**config.mk**
```make
export PLATFORM = sky130hd
export DESIGN_NAME = quoted_word_splitter_core
export DESIGN_NICKNAME = d
export VERILOG_FILES = /design/src/design/qws_pkg.sv /design/src/design/qws_front.sv /design/src/design/qws_queue.sv /design/src/design/qws_back.sv /design/src/design/quoted_word_splitter_core.sv
export VERILOG_INCLUDE_DIRS = /design/src /design/src/design
export SDC_FILE = /design/constraint.sdc
export NUM_CORES = 1
export LEC_CHECK = 0
export ABC_AREA = 1
export ABC_CLOCK_PERIOD_IN_PS = 8460
export BUFFER_PORTS_ARGS = -buffer_cell sky130_fd_sc_hd__buf_4
export CAP_MARGIN = 20
export CORE_UTILIZATION = 30
export DETAILED_ROUTE_END_ITERATION = 16
export GPL_TIMING_DRIVEN = 0
export PLACE_DENSITY = 0.44
export RECOVER_POWER = 50
export SLEW_MARGIN = 20
export SYNTH_ARGS = -nofsm -noshare
export SYNTH_HDL_FRONTEND = slang
export SYNTH_SLANG_ARGS = --single-unit
```
**constraint.sdc**
```tcl
create_clock -name clock -period 8.46 [get_ports clock]
set_clock_uncertainty 0.1 [all_clocks]
set_input_delay 0.846 -clock clock [delete_from_list [all_inputs] [get_ports clock]]
set_output_delay 0.846 -clock clock [all_outputs]
set_load 0.02 [all_outputs]
```
**src/design/quoted_word_splitter_core_defines.svh**
```systemverilog
// Assertion macros shared by the quoted word splitter RTL.
`ifndef QUOTED_WORD_SPLITTER_CORE_DEFINES_SVH
`define QUOTED_WORD_SPLITTER_CORE_DEFINES_SVH
`ifndef SYNTHESIS
// Property must hold at every clock edge outside reset.
`define QWS_ASSERT(label, clk, rst, prop, msg) \
   label: assert property (@(posedge clk) disable iff (rst) prop) else $error(msg);
// Condition must never be true outside reset.
`define QWS_NEVER(label, clk, rst, cond, msg) \
   label: assert property (@(posedge clk) disable iff (rst) !(cond)) else $error(msg);
`else
`define QWS_ASSERT(label, clk, rst, prop, msg)
`define QWS_NEVER(label, clk, rst, cond, msg)
`endif
`endif

```
**src/design/qws_pkg.sv**
```systemverilog
// Types and constants shared by the quoted word splitter modules.
package qws_pkg;

   localparam int DATA_W      = 8;
   localparam int KIND_W      = 2;
   localparam int INDEX_W     = 4;
   localparam int OFFSET_W    = 11;
   localparam int COUNT_W     = 5;
   localparam int STATUS_W    = 2;
   localparam int QUEUE_DEPTH = 4;
   localparam int QUEUE_PTR_W = 2;

   localparam logic [DATA_W-1:0] CH_NUL       = 8'h00;
   localparam logic [DATA_W-1:0] CH_TAB       = 8'h09;
   localparam logic [DATA_W-1:0] CH_SPACE     = 8'h20;
   localparam logic [DATA_W-1:0] CH_DQUOTE    = 8'h22;
   localparam logic [DATA_W-1:0] CH_SQUOTE    = 8'h27;
   localparam logic [DATA_W-1:0] CH_BACKSLASH = 8'h5C;

   typedef enum logic [1:0] {
      MODE_BETWEEN = 2'd0,
      MODE_IN_ARG  = 2'd1,
      MODE_ESCAPE  = 2'd2
   } mode_type;

   typedef enum logic [1:0] {
      QUOTE_NONE   = 2'd0,
      QUOTE_SINGLE = 2'd1,
      QUOTE_DOUBLE = 2'd2
   } quote_type;

   typedef enum logic [STATUS_W-1:0] {
      STATUS_OK      = 2'd0,
      STATUS_BIG     = 2'd1,
      STATUS_INVALID = 2'd2
   } status_type;

   typedef enum logic [KIND_W-1:0] {
      KIND_BYTE    = 2'd0,
      KIND_ARG_END = 2'd1,
      KIND_CMD_END = 2'd2
   } kind_type;

   // One result word.
   typedef struct packed {
      kind_type                kind;
      logic [DATA_W-1:0]       data_byte;
      logic [INDEX_W-1:0]      arg_index;
      logic [OFFSET_W-1:0]     store_offset;
      logic [COUNT_W-1:0]      arg_count;
      status_type              status;
   } result_type;

   // Queue entry. With pair set, the entry is an argument end followed by
   // the command end one store slot later; arg_count and status then
   // belong to the command end.
   typedef struct packed {
      logic       pair;
      result_type res;
   } entry_type;

   typedef struct packed {
      logic      push;
      entry_type entry;
   } queue_write_type;

   typedef struct packed {
      logic      valid;
      logic      full;
      entry_type entry;
   } queue_head_type;

endpackage

```
**src/design/qws_front.sv**
```systemverilog
// Front end: accepts command bytes and runs the quoting and escape rules.
`include "quoted_word_splitter_core_defines.svh"
module qws_front #(
   parameter int MAX_ARGS    = 16,
   parameter int STORE_BYTES = 2048
) (
   input  logic                          clock,
   input  logic                          reset,
   input  logic                          req_valid,
   input  logic [qws_pkg::DATA_W-1:0]    req_ch,
   input  logic                          queue_full,
   output logic                          req_stall,
   output qws_pkg::queue_write_type      queue_wr
);
   import qws_pkg::*;

   localparam int AW = $clog2(MAX_ARGS + 1);
   localparam int BW = $clog2(STORE_BYTES + 1);

   mode_type        mode_ff, mode_in;
   quote_type       quote_ff, quote_in, quote_cur, quote_hit;
   logic [AW-1:0]   args_ff, args_in;
   logic [BW-1:0]   bytes_ff, bytes_in;
   status_type      err_ff, err_in;
   logic            accept, blank, room, do_keep;

   assign req_stall = queue_full;
   assign accept    = req_valid && !queue_full;
   assign blank     = (req_ch == CH_SPACE) || (req_ch == CH_TAB);
   assign room      = bytes_ff <= BW'(STORE_BYTES - 2);
   assign quote_hit = (req_ch == CH_SQUOTE) ? QUOTE_SINGLE : QUOTE_DOUBLE;

   always_ff @(posedge clock) begin
      if (reset) begin
         mode_ff  <= MODE_BETWEEN;
         quote_ff <= QUOTE_NONE;
         args_ff  <= '0;
         bytes_ff <= '0;
         err_ff   <= STATUS_OK;
      end else begin
         mode_ff  <= mode_in;
         quote_ff <= quote_in;
         args_ff  <= args_in;
         bytes_ff <= bytes_in;
         err_ff   <= err_in;
      end
   end

   always_comb begin
      mode_in   = mode_ff;
      quote_in  = quote_ff;
      quote_cur = quote_ff;
      args_in   = args_ff;
      bytes_in  = bytes_ff;
      err_in    = err_ff;
      do_keep   = 1'b0;
      queue_wr  = '0;
      queue_wr.entry.res.kind   = KIND_BYTE;
      queue_wr.entry.res.status = STATUS_OK;
      if (accept) begin
         if (req_ch == CH_NUL) begin
            queue_wr.push                   = 1'b1;
            queue_wr.entry.res.store_offset = OFFSET_W'(bytes_ff);
            queue_wr.entry.res.arg_count    = COUNT_W'(args_ff);
            queue_wr.entry.res.kind         = KIND_CMD_END;
            queue_wr.entry.res.status       = err_ff;
            if (err_ff == STATUS_OK) begin
               if (mode_ff == MODE_ESCAPE ||
                   (mode_ff == MODE_IN_ARG && quote_ff != QUOTE_NONE)) begin
                  queue_wr.entry.res.status = STATUS_INVALID;
               end else if (mode_ff == MODE_IN_ARG) begin
                  queue_wr.entry.pair          = 1'b1;
                  queue_wr.entry.res.kind      = KIND_ARG_END;
                  queue_wr.entry.res.arg_index = INDEX_W'(args_ff - AW'(1));
               end
            end
            mode_in  = MODE_BETWEEN;
            quote_in = QUOTE_NONE;
            args_in  = '0;
            bytes_in = '0;
            err_in   = STATUS_OK;
         end else if (err_ff == STATUS_OK) begin
            if (mode_ff == MODE_ESCAPE) begin
               mode_in = MODE_IN_ARG;
               do_keep = 1'b1;
            end else if (mode_ff == MODE_BETWEEN && blank) begin
               mode_in = MODE_BETWEEN;
            end else if (mode_ff == MODE_BETWEEN &&
                         (args_ff >= AW'(MAX_ARGS) || !room)) begin
               err_in = STATUS_BIG;
            end else begin
               if (mode_ff == MODE_BETWEEN) begin
                  quote_cur = QUOTE_NONE;
                  args_in   = args_ff + AW'(1);
               end
               mode_in  = MODE_IN_ARG;
               quote_in = quote_cur;
               if (quote_cur == QUOTE_NONE && blank) begin
                  queue_wr.push                   = 1'b1;
                  queue_wr.entry.res.kind         = KIND_ARG_END;
                  queue_wr.entry.res.arg_index    = INDEX_W'(args_in - AW'(1));
                  queue_wr.entry.res.store_offset = OFFSET_W'(bytes_ff);
                  bytes_in = bytes_ff + BW'(1);
                  mode_in  = MODE_BETWEEN;
               end else if (req_ch == CH_BACKSLASH && quote_cur != QUOTE_SINGLE) begin
                  mode_in = MODE_ESCAPE;
               end else if (req_ch == CH_SQUOTE || req_ch == CH_DQUOTE) begin
                  if (quote_cur == QUOTE_NONE) begin
                     quote_in = quote_hit;
                  end else if (quote_cur == quote_hit) begin
                     quote_in = QUOTE_NONE;
                  end else begin
                     do_keep = 1'b1;
                  end
               end else begin
                  do_keep = 1'b1;
               end
            end
            if (do_keep) begin
               if (!room) begin
                  err_in = STATUS_BIG;
               end else begin
                  queue_wr.push                   = 1'b1;
                  queue_wr.entry.res.kind         = KIND_BYTE;
                  queue_wr.entry.res.data_byte    = req_ch;
                  queue_wr.entry.res.arg_index    = INDEX_W'(args_in - AW'(1));
                  queue_wr.entry.res.store_offset = OFFSET_W'(bytes_ff);
                  bytes_in = bytes_ff + BW'(1);
               end
            end
         end
      end
   end

   `QWS_ASSERT(a_store_bound, clock, reset, bytes_ff <= BW'(STORE_BYTES), "store count overran")
   `QWS_ASSERT(a_args_bound, clock, reset, args_ff <= AW'(MAX_ARGS), "argument count overran")

endmodule

```
**src/design/qws_queue.sv**
```systemverilog
// Short queue of result entries between the front and back ends.
`include "quoted_word_splitter_core_defines.svh"
module qws_queue (
   input  logic                          clock,
   input  logic                          reset,
   input  qws_pkg::queue_write_type      queue_wr,
   input  logic                          pop,
   output qws_pkg::queue_head_type       head
);
   import qws_pkg::*;

   entry_type               mem_ff [QUEUE_DEPTH];
   logic [QUEUE_PTR_W-1:0]  wr_ptr_ff, wr_ptr_in;
   logic [QUEUE_PTR_W-1:0]  rd_ptr_ff, rd_ptr_in;
   logic [QUEUE_PTR_W:0]    count_ff, count_in;

   always_ff @(posedge clock) begin
      if (queue_wr.push) begin
         mem_ff[wr_ptr_ff] <= queue_wr.entry;
      end
   end

   always_ff @(posedge clock) begin
      if (reset) begin
         wr_ptr_ff <= '0;
         rd_ptr_ff <= '0;
         count_ff  <= '0;
      end else begin
         wr_ptr_ff <= wr_ptr_in;
         rd_ptr_ff <= rd_ptr_in;
         count_ff  <= count_in;
      end
   end

   always_comb begin
      wr_ptr_in = wr_ptr_ff + QUEUE_PTR_W'(queue_wr.push);
      rd_ptr_in = rd_ptr_ff + QUEUE_PTR_W'(pop);
      count_in  = count_ff + (QUEUE_PTR_W + 1)'(queue_wr.push)
                  - (QUEUE_PTR_W + 1)'(pop);
   end

   assign head.valid = count_ff != '0;
   assign head.full  = count_ff == (QUEUE_PTR_W + 1)'(QUEUE_DEPTH);
   assign head.entry = mem_ff[rd_ptr_ff];

   `QWS_NEVER(a_no_push_full, clock, reset, queue_wr.push && head.full, "push into full queue")
   `QWS_NEVER(a_no_pop_empty, clock, reset, pop && !head.valid, "pop from empty queue")

endmodule

```
**src/design/qws_back.sv**
```systemverilog
// Back end: turns queue entries into result words in an output register.
`include "quoted_word_splitter_core_defines.svh"
module qws_back (
   input  logic                          clock,
   input  logic                          reset,
   input  qws_pkg::queue_head_type       head,
   output logic                          pop,
   input  logic                          rsp_stall,
   output logic                          rsp_valid,
   output qws_pkg::result_type           rsp_word
);
   import qws_pkg::*;

   logic        valid_ff, valid_in;
   logic        phase_ff, phase_in;
   result_type  out_ff, out_in;
   logic        load;

   assign load = head.valid && (!valid_ff || !rsp_stall);

   always_ff @(posedge clock) begin
      if (reset) begin
         valid_ff <= 1'b0;
         phase_ff <= 1'b0;
      end else begin
         valid_ff <= valid_in;
         phase_ff <= phase_in;
      end
   end

   always_ff @(posedge clock) begin
      out_ff <= out_in;
   end

   always_comb begin
      out_in   = out_ff;
      phase_in = phase_ff;
      pop      = 1'b0;
      valid_in = valid_ff && rsp_stall;
      if (load) begin
         valid_in = 1'b1;
         out_in   = head.entry.res;
         if (head.entry.pair && !phase_ff) begin
            // Argument end first; the command end follows from the same entry.
            out_in.arg_count = '0;
            out_in.status    = STATUS_OK;
            phase_in         = 1'b1;
         end else begin
            if (head.entry.pair) begin
               out_in.kind         = KIND_CMD_END;
               out_in.arg_index    = '0;
               out_in.store_offset = head.entry.res.store_offset + OFFSET_W'(1);
            end
            phase_in = 1'b0;
            pop      = 1'b1;
         end
      end
   end

   assign rsp_valid = valid_ff;
   assign rsp_word  = out_ff;

   `QWS_ASSERT(a_phase_holds_end, clock, reset, phase_ff |-> (valid_ff && out_ff.kind == KIND_ARG_END), "pair phase without argument end")

endmodule

```
**src/design/quoted_word_splitter_core.sv**
```systemverilog
// Top level of the quoted word splitter: front end, queue and back end.
//
// The block splits a command line into arguments. Each request word on
// req_ch is one byte; byte 0 ends the command. Spaces and tabs outside
// quotes separate arguments, single and double quotes group text, and a
// backslash outside single quotes makes the next byte literal.
// Each kept byte comes out as a response word of kind 0 with its argument
// index and store offset; each argument end as kind 1; the command end as
// kind 2 with the argument count and a status (ok, too big, invalid).
// After an error, bytes are dropped until byte 0.
// A request word is taken in a cycle in which it is offered and req_stall is
// low; its result passes through the queue and then the output register before
// it shows on the rsp_ ports. One word per cycle is sustained while rsp_stall
// stays low; byte 0 closing an open argument gives two response words from one
// queue entry, which the four-entry queue absorbs. When the receiver raises
// rsp_stall the response word holds; the queue fills and req_stall rises only
// once all four entries are taken.
// Synchronous reset clears all control state and the queue; the block is
// ready for a new command in the cycle after reset falls.
module quoted_word_splitter_core #(
   parameter int MAX_ARGS    = 16,
   parameter int STORE_BYTES = 2048
) (
   input  logic                           clock,
   input  logic                           reset,
   input  logic                           req_valid,
   output logic                           req_stall,
   input  logic [qws_pkg::DATA_W-1:0]     req_ch,
   output logic                           rsp_valid,
   input  logic                           rsp_stall,
   output logic [qws_pkg::KIND_W-1:0]     rsp_kind,
   output logic [qws_pkg::DATA_W-1:0]     rsp_data_byte,
   output logic [qws_pkg::INDEX_W-1:0]    rsp_arg_index,
   output logic [qws_pkg::OFFSET_W-1:0]   rsp_store_offset,
   output logic [qws_pkg::COUNT_W-1:0]    rsp_arg_count,
   output logic [qws_pkg::STATUS_W-1:0]   rsp_status
);
   import qws_pkg::*;

   // Front end writes entries, back end drains them.
   queue_write_type  queue_wr;
   queue_head_type   head;
   logic             pop;
   result_type       rsp_word;

   qws_front #(
      .MAX_ARGS    (MAX_ARGS),
      .STORE_BYTES (STORE_BYTES)
   ) u_front (
      .clock      (clock),
      .reset      (reset),
      .req_valid  (req_valid),
      .req_ch     (req_ch),
      .queue_full (head.full),
      .req_stall  (req_stall),
      .queue_wr   (queue_wr)
   );

   qws_queue u_queue (
      .clock    (clock),
      .reset    (reset),
      .queue_wr (queue_wr),
      .pop      (pop),
      .head     (head)
   );

   qws_back u_back (
      .clock     (clock),
      .reset     (reset),
      .head      (head),
      .pop       (pop),
      .rsp_stall (rsp_stall),
      .rsp_valid (rsp_valid),
      .rsp_word  (rsp_word)
   );

   // The response word is unpacked onto one port per field.
   assign rsp_kind         = rsp_word.kind;
   assign rsp_data_byte    = rsp_word.data_byte;
   assign rsp_arg_index    = rsp_word.arg_index;
   assign rsp_store_offset = rsp_word.store_offset;
   assign rsp_arg_count    = rsp_word.arg_count;
   assign rsp_status       = rsp_word.status;

endmodule

```
==> results.cfg, run 1 <==
[yosys]
syn_inst = 852
synth-seq-area-share_pct = 63.4
ys_warn_count = 0
netlist_area_sq_um = 8780
synth_seq_cells = 196
muxShareOfSynthArea_pct = 0
synth_top_family_by_area = simple AND/OR/NAND/NOR gates
synth_fa_ha_area_share_pct = 2.08
synthSimpleGateAreaFrac_pct = 17.4
syn_area_per_cell_sq_um = 10.3
synth-xor-area-share_pct = 1.90
synth_nets = 878
synth_cell_types = 44
synth_compound_area_share_pct = 9.83

[clock_tree]
cts_hold_buf = 0
cts.sink_count = 196
clkTransAtPathRegs_ns = 0.07
cts_resized = 0
cts_tree = yes
postCtsSetupRepairBufs = 0
numCtsBuffers = 17
cts_root_buf = clkbuf_16
clk_path_buf_depth = 2
ctsHtreeMaxLevel = 4
clk_latency_ns = 0.43

[job]
cap_viol_max_count = 1

[sta]
maxSlewHeadroom_pct = -29.4
rsz0062_at_grt = false
finalCritPeriodShare_pct = 46.7
worst_pin_slew_ns = 1.93
final-setup-viol-count = 0
finalHoldViolCount = 0
max_clock_freq_mhz = 253
tns_ns = 0
period_needed_ns = 3.95
finalMaxSlewViolations = 15

[placement]
post-dp-hpwl_microns = 15700
gp_congestion = 0.821
port_buffers = 45

[critical_path]
rrSetupSlack_ns = 4.72
crit_path_start = req_ch[7]
worstSetupEndpointType = register
cp-start-kind = input port
crit_type = input port to register
worstPathRequired_ns = 8.51
r2r-end = u_queue.mem_ff[3][26]
worst-endpoint-arrival_ns = 4.00
reg2reg_depth = 15
rr_startpoint = u_front.bytes_ff[1]
cp_max_fo = 10

[global_route]
grt_max_degree = 22
grt_pass1_vias = 6012
grtUsageTotal_pct = 15.2
grt_pass1_wl_microns = 34800
grt_antenna_before_repair = 0
gr-total-overflow = 0

[die]
num_rows = 62
start_util_pct = 30.5
die-height_microns = 173
die_area_sq_um = 30000
die_width_microns = 173
ioPinCount = 46
core_area_sq_um = 28800

[final_layout]
drive_above_1_share_pct = 8.97
fill_cells = 2944
multi_input_area_sq_um = 2730
register_area_sq_um = 5570
final_util_pct = 35.3
final_nets = 961
diodes = 0
area_delta_synth_final_pct = 15.6

[route]
drt_iter0_drc = 372
first_pass_iters = 5
vias = 6073
drcViolationCount = 0
wl_per_cell_microns = 16.3
vias_per_cell = 4.56
drtAntennaViolNets = 0
drt_wl_total_microns = 21700

[min_path]
hp-class = register to register
worst_hold_startpoint = u_front.err_ff[1]
holdPathStages = 2
hold-path-endpoint = u_front.err_ff[1]

[pwr]
powerDensity_nw_per_um2 = 347
leakage_nw = 3.80
peakVddDrop_v = 0.000139

[outcome]
violations = max-capacitance violations, max-slew violations
status = finished, violations left
==> metal layers <==
layer  part of all wire [%]  vias to the layer above  track usage (%)  wire length (microns)
met3                    3.0                       24             2.53                    657
met4                    1.6                        0             4.98                    348
met2                     45                      104             23.6                   9810
met5                      0                        -                0                      0
li1                       -                     3105                -                      -
met1                     50                     2840             21.5                  10900
==> state kept, by name, indices dropped and copies added (netlist names) <==
register           flops
u_back.phase_ff        1
u_back.rsp_valid       1
u_back.rsp_word       32
u_front.args_ff        5
u_front.bytes_ff      12
u_front.err_ff         2
u_front.mode_ff        2
u_front.quote_ff       2
u_queue.count_ff       3
u_queue.mem_ff       132
u_queue.rd_ptr_ff      2
u_queue.wr_ptr_ff      2
==> synth_stat cells, drive strengths merged <==
cell type	count	area (sq um)
a22oi	2	15.0
xnor2	8	70.1
dfxtp	32	641
nor3	20	105
o21a	1	7.51
o22ai	27	169
nand4	7	43.8
nand3	46	240
o21ai	71	367
a21oi	31	159
fa	1	20.0
a211oi	5	37.5
inv	90	338
ha	13	163
o221ai	1	8.76
and3	1	6.26
xor2	11	96.3
nand2	157	632
o31ai	1	7.51
nor2	121	477
nor4	2	12.5
and2	1	6.26
nand3b	1	7.51
o41ai	1	8.76
clkinv	1	3.75
edfxtp	164	4920
buf	9	62.6
a31oi	3	18.8
a32oi	4	50.1
clkbuf	18	67.6
o211ai	2	15.0
==> per-stage QoR <==
step | worst slack [ns] | hold WS, ns | total power, W | std cells | cell area, sq um
4_1_cts | 4.76 | 0.374 | 0.00367 | 1332 | 10400
2_1_floorplan | 3.74 | 0.339 | 0.00239 | 852 | 8780
6_report | 4.51 | 0.372 | 0.00352 | 1332 | 10100
3_3_place_gp | 0.928 | 0.357 | 0.00287 | 1281 | 9600
5_1_grt | 4.18 | 0.396 | 0.00378 | 1332 | 10100
3_5_place_dp | 4.31 | 0.364 | 0.00291 | 1300 | 9810
==> critical path: stages <==
cell,delay [ns]
clkbuf_4,0.11
inv_1,0.09
nand2_1,0.09
nor2_1,0.26
nand2_1,0.14
nand2_1,0.18
nand2_1,0.14
nor2_4,0.22
inv_2,0.10
nand2_1,0.34
o21ai_4,0.15
nor3_2,0.54
buf_4,0.27
buf_4,0.16
buf_4,0.20
buf_6,0.16
==> layout by cell type, fill, tap and decap left out, drive strengths merged <==
cell / netlist / routed
edfxtp: 164 / 164
nand2: 157 / 157
nor2: 121 / 121
inv: 90 / 96
clkbuf: 18 / 76
o21ai: 71 / 71
nand3: 46 / 46
dfxtp: 32 / 32
buf: 9 / 32
a21oi: 31 / 31
o22ai: 27 / 27
nor3: 20 / 20
ha: 13 / 13
xor2: 11 / 11
xnor2: 8 / 8
nand4: 7 / 7
a211oi: 5 / 5
clkinvlp: 0 / 5
clkinv: 1 / 5
a32oi: 4 / 4
a31oi: 3 / 3
o211ai: 2 / 2
nor4: 2 / 2
a22oi: 2 / 2
and3: 1 / 1
and2: 1 / 1
o21a: 1 / 1
o31ai: 1 / 1
o221ai: 1 / 1
o41ai: 1 / 1
nand3b: 1 / 1
fa: 1 / 1
==> cell type report <==
| type | count | area share [%] |
|---|---|---|
| buffer | 27 | 1.26 |
| clock inverter | 15 | 1.22 |
| timing repair buffer | 64 | 3.51 |
| clock buffer | 17 | 4.19 |
| inverter | 91 | 3.37 |
| multi-input combinational | 538 | 26.9 |
| sequential | 196 | 54.8 |
| tap | 384 | 4.73 |
==> power breakdown <==
part | internal, W | total (W) | leakage [nW] | switching [W]
Clock | 0.000384 | 0.000762 | 0.256 | 0.000378
Sequential | 0.00138 | 0.00146 | 1.82 | 0.0000820
Combinational | 0.000375 | 0.00130 | 1.72 | 0.000924
==> cell families (layout without fill, tap and decap cells) <==
| family | Yosys count | count (layout) |
|---|---|---|
| flops | 196 | 196 |
| fa+ha+maj | 14 | 14 |
| buf+inv | 118 | 214 |
| compound gates | 149 | 149 |
| simple gates | 356 | 356 |
| xor+xnor | 19 | 19 |
==> worst max-delay path by stage <==
stage / end / slack [ns] / depth (start not counted)
after global routing: u_queue.mem_ff[3][26] / 4.18 / 16
after floorplan: u_queue.mem_ff[0][0] / 3.74 / 11
after global placement: u_queue.mem_ff[0][29] / 0.93 / 12
after detailed placement: u_queue.mem_ff[3][29] / 4.31 / 16
after CTS: u_queue.mem_ff[3][20] / 4.76 / 16
final: u_queue.mem_ff[3][26] / 4.51 / 16
Power figures use the tool's default switching activity.
==> run 2, diff against run 1 <==
ABC_AREA = 0   (was 1)
ABC_CLOCK_PERIOD_IN_PS = 4100   (was 8460)
clock period = 4.1 ns   (was 8.46 ns; I/O delays follow)
==> results.cfg, run 2 <==
[final_layout]
area_delta_synth_final_pct = 15.2
drive_above_1_share_pct = 16.5
largest_register_ffs = 132
final_nets = 675
diodes = 0
final_cells = 1038
multi_input_area_sq_um = 2920
fill_cells = 2745
top_register = u_queue.mem_ff
final_util_pct = 35.6
register_area_sq_um = 5570
fin_area_sq_um = 9990
final_common_cell = edfxtp_1
final_cell_mix = 164 x edfxtp_1, 51 x clkbuf_1, 36 x nand2_1

[die]
die_width_microns = 172
start_util_pct = 30.9
die_area_sq_um = 29600
die-height_microns = 172
core_area_sq_um = 28100
num_rows = 61
ioPinCount = 46

[pwr]
leakage_nw = 3.29
powerDensity_nw_per_um2 = 601
peakVddDrop_v = 0.000283
p_total_w = 0.00600

[yosys]
synth_most_common_cell = edfxtp_1
synth-seq-area-share_pct = 64.2
ys_top_cells_by_count = 164 x edfxtp_1, 36 x nand2_1, 33 x mux4_2, 32 x dfxtp_1, 27 x nor2_1
ys_async_sr_fraction_pct = 0
ys.flop_type = edfxtp_1
synth_area_leaders = edfxtp_1 57%, mux4_2 8.6%, dfxtp_1 7.4%, ha_1 1.9%, and2_1 1.8%
netlist_area_sq_um = 8670
synth_cell_types = 79
ys_warn_count = 0
synth_seq_cells = 196
netlist.area_leader.share_pct = 56.8
syn_inst = 579
syn_area_per_cell_sq_um = 15.0
synth_top_area_cell = edfxtp_1
synth_enable_flop_cells = 164
synth_nets = 605

[sta]
max_clock_freq_mhz = 280
finalMaxSlewViolations = 0
period_needed_ns = 3.57
rsz0062_at_grt = false
worst_pin_slew_ns = 1.38
finalHoldViolCount = 0
finalCritPeriodShare_pct = 87.1
final-setup-viol-count = 0
hold-worst-slack_ns = 0.139
maxSlewHeadroom_pct = 8.17

[critical_path]
critPathMaxStageDelay_ns = 0.40
crit_type = register to register
slowest_stage = fa_1
path_buf_inv = 2
cp-start-kind = register
worst-endpoint-arrival_ns = 3.76
cp_cell_sequence = and4_1, a41oi_2, o2bb2ai_1, nor3_4, o21ai_1, a21oi_2, buf_2, ha_1, inv_1, fa_1, xor2_1, xnor2_1, nor2_1
worstSetupEndpointType = register
worstPathRequired_ns = 4.29
rrSetupSlack_ns = 0.53
path_delay_family = compound AO/OA/AOI/OAI gates
cp_max_fo = 11

[clock_tree]
cts_hold_buf = 0
cts_resized = 0
cts.sink_count = 196
cts_tree = yes
postCtsSetupRepairBufs = 0
clk_latency_ns = 0.43
clk_path_buf_depth = 2
cts_root_buf = clkbuf_16
clkTransAtPathRegs_ns = 0.07
numCtsBuffers = 17
ctsHtreeMaxLevel = 4

[route]
drt_wl_total_microns = 19300
drt_iter0_drc = 289
drcViolationCount = 0
wl_per_cell_microns = 18.6
first_pass_iters = 5
drtAntennaViolNets = 0
vias_per_cell = 4.90
vias = 5087

[placement]
gp_congestion = 0.785
post-dp-hpwl_microns = 13600
placedCellCount = 1008
port_buffers = 44
place_area_sq_um = 9610

[global_route]
grt_max_degree = 22
gr-total-overflow = 0
grt_antenna_before_repair = 0
grt_pass1_vias = 5147
grt_pass1_wl_microns = 30100
grtUsageTotal_pct = 13.9

[min_path]
hp-class = input port to register

[outcome]
status = finished, final reports clean

[job]
cap_viol_max_count = 0
run 2: path summary, 6_finish.rpt:
path | startpoint | endpoint | cells past startpoint
worst max-delay path | u_front.bytes_ff[4] | u_queue.count_ff[2] | 13
worst min-delay path | rsp_stall | u_back.rsp_valid | 3
worst max register to register | u_front.bytes_ff[4] | u_queue.count_ff[2] | 13
worst min register to register | u_back.rsp_valid | u_back.rsp_valid | 2
run 2: cell families (layout without fill, tap and decap cells):
group                      Yosys count  after routing  share of synthesized area (%)
AOI/OAI and AO/OA                   85             85                           7.74
xor gates and xnor gates            19             19                           1.92
adders and majority gates           14             14                           2.11
buffers and inverters               30            111                           1.65
DFF                                196            196                           64.2
muxes                               40             40                           9.41
and+or+nand+nor                    195            195                           13.0
run 2: where the power goes:
part           internal, W  leakage, nW  total [W]  switching [W]
combinational     0.000570         1.19    0.00156       0.000987
sequential         0.00264         1.82    0.00275       0.000113
clock             0.000957        0.278    0.00169       0.000735
total              0.00416         3.29    0.00600        0.00183
run 2: per-stage QoR:
stage / setup TNS, ns / setup slack (ns)
detailed placement: 0 / 0.481
global placement: -63.62 / -1.29
finish: 0 / 0.527
CTS: 0 / 0.497
global route: 0 / 0.192
floorplan: 0 / 0.431
run 2: layout make-up:
cell class / count / share of cell area (%)
sequential: 196 / 55.7
multi-input combinational: 353 / 29.3
tap: 378 / 4.74
clock buffer: 18 / 4.30
timing repair buffer: 51 / 3.08
clock inverter: 12 / 1.55
buffer: 20 / 0.940
inverter: 10 / 0.376
run 2: worst min-delay path: stages:
cell and delay, ns:
buf_4 0.11, nand2_1 0.05, a21oi_1 0.05
run 2: layer usage:
| layer | wire [microns] | share of wire (%) | track usage [%] | vias to the layer above |
|---|---|---|---|---|
| li1 | - | - | - | 2396 |
| met1 | 8950 | 46 | 17.8 | 2585 |
| met2 | 9530 | 49 | 23.5 | 85 |
| met3 | 529 | 2.7 | 2.13 | 21 |
| met4 | 331 | 1.7 | 5.16 | 0 |
| met5 | 0 | 0 | 0 | - |
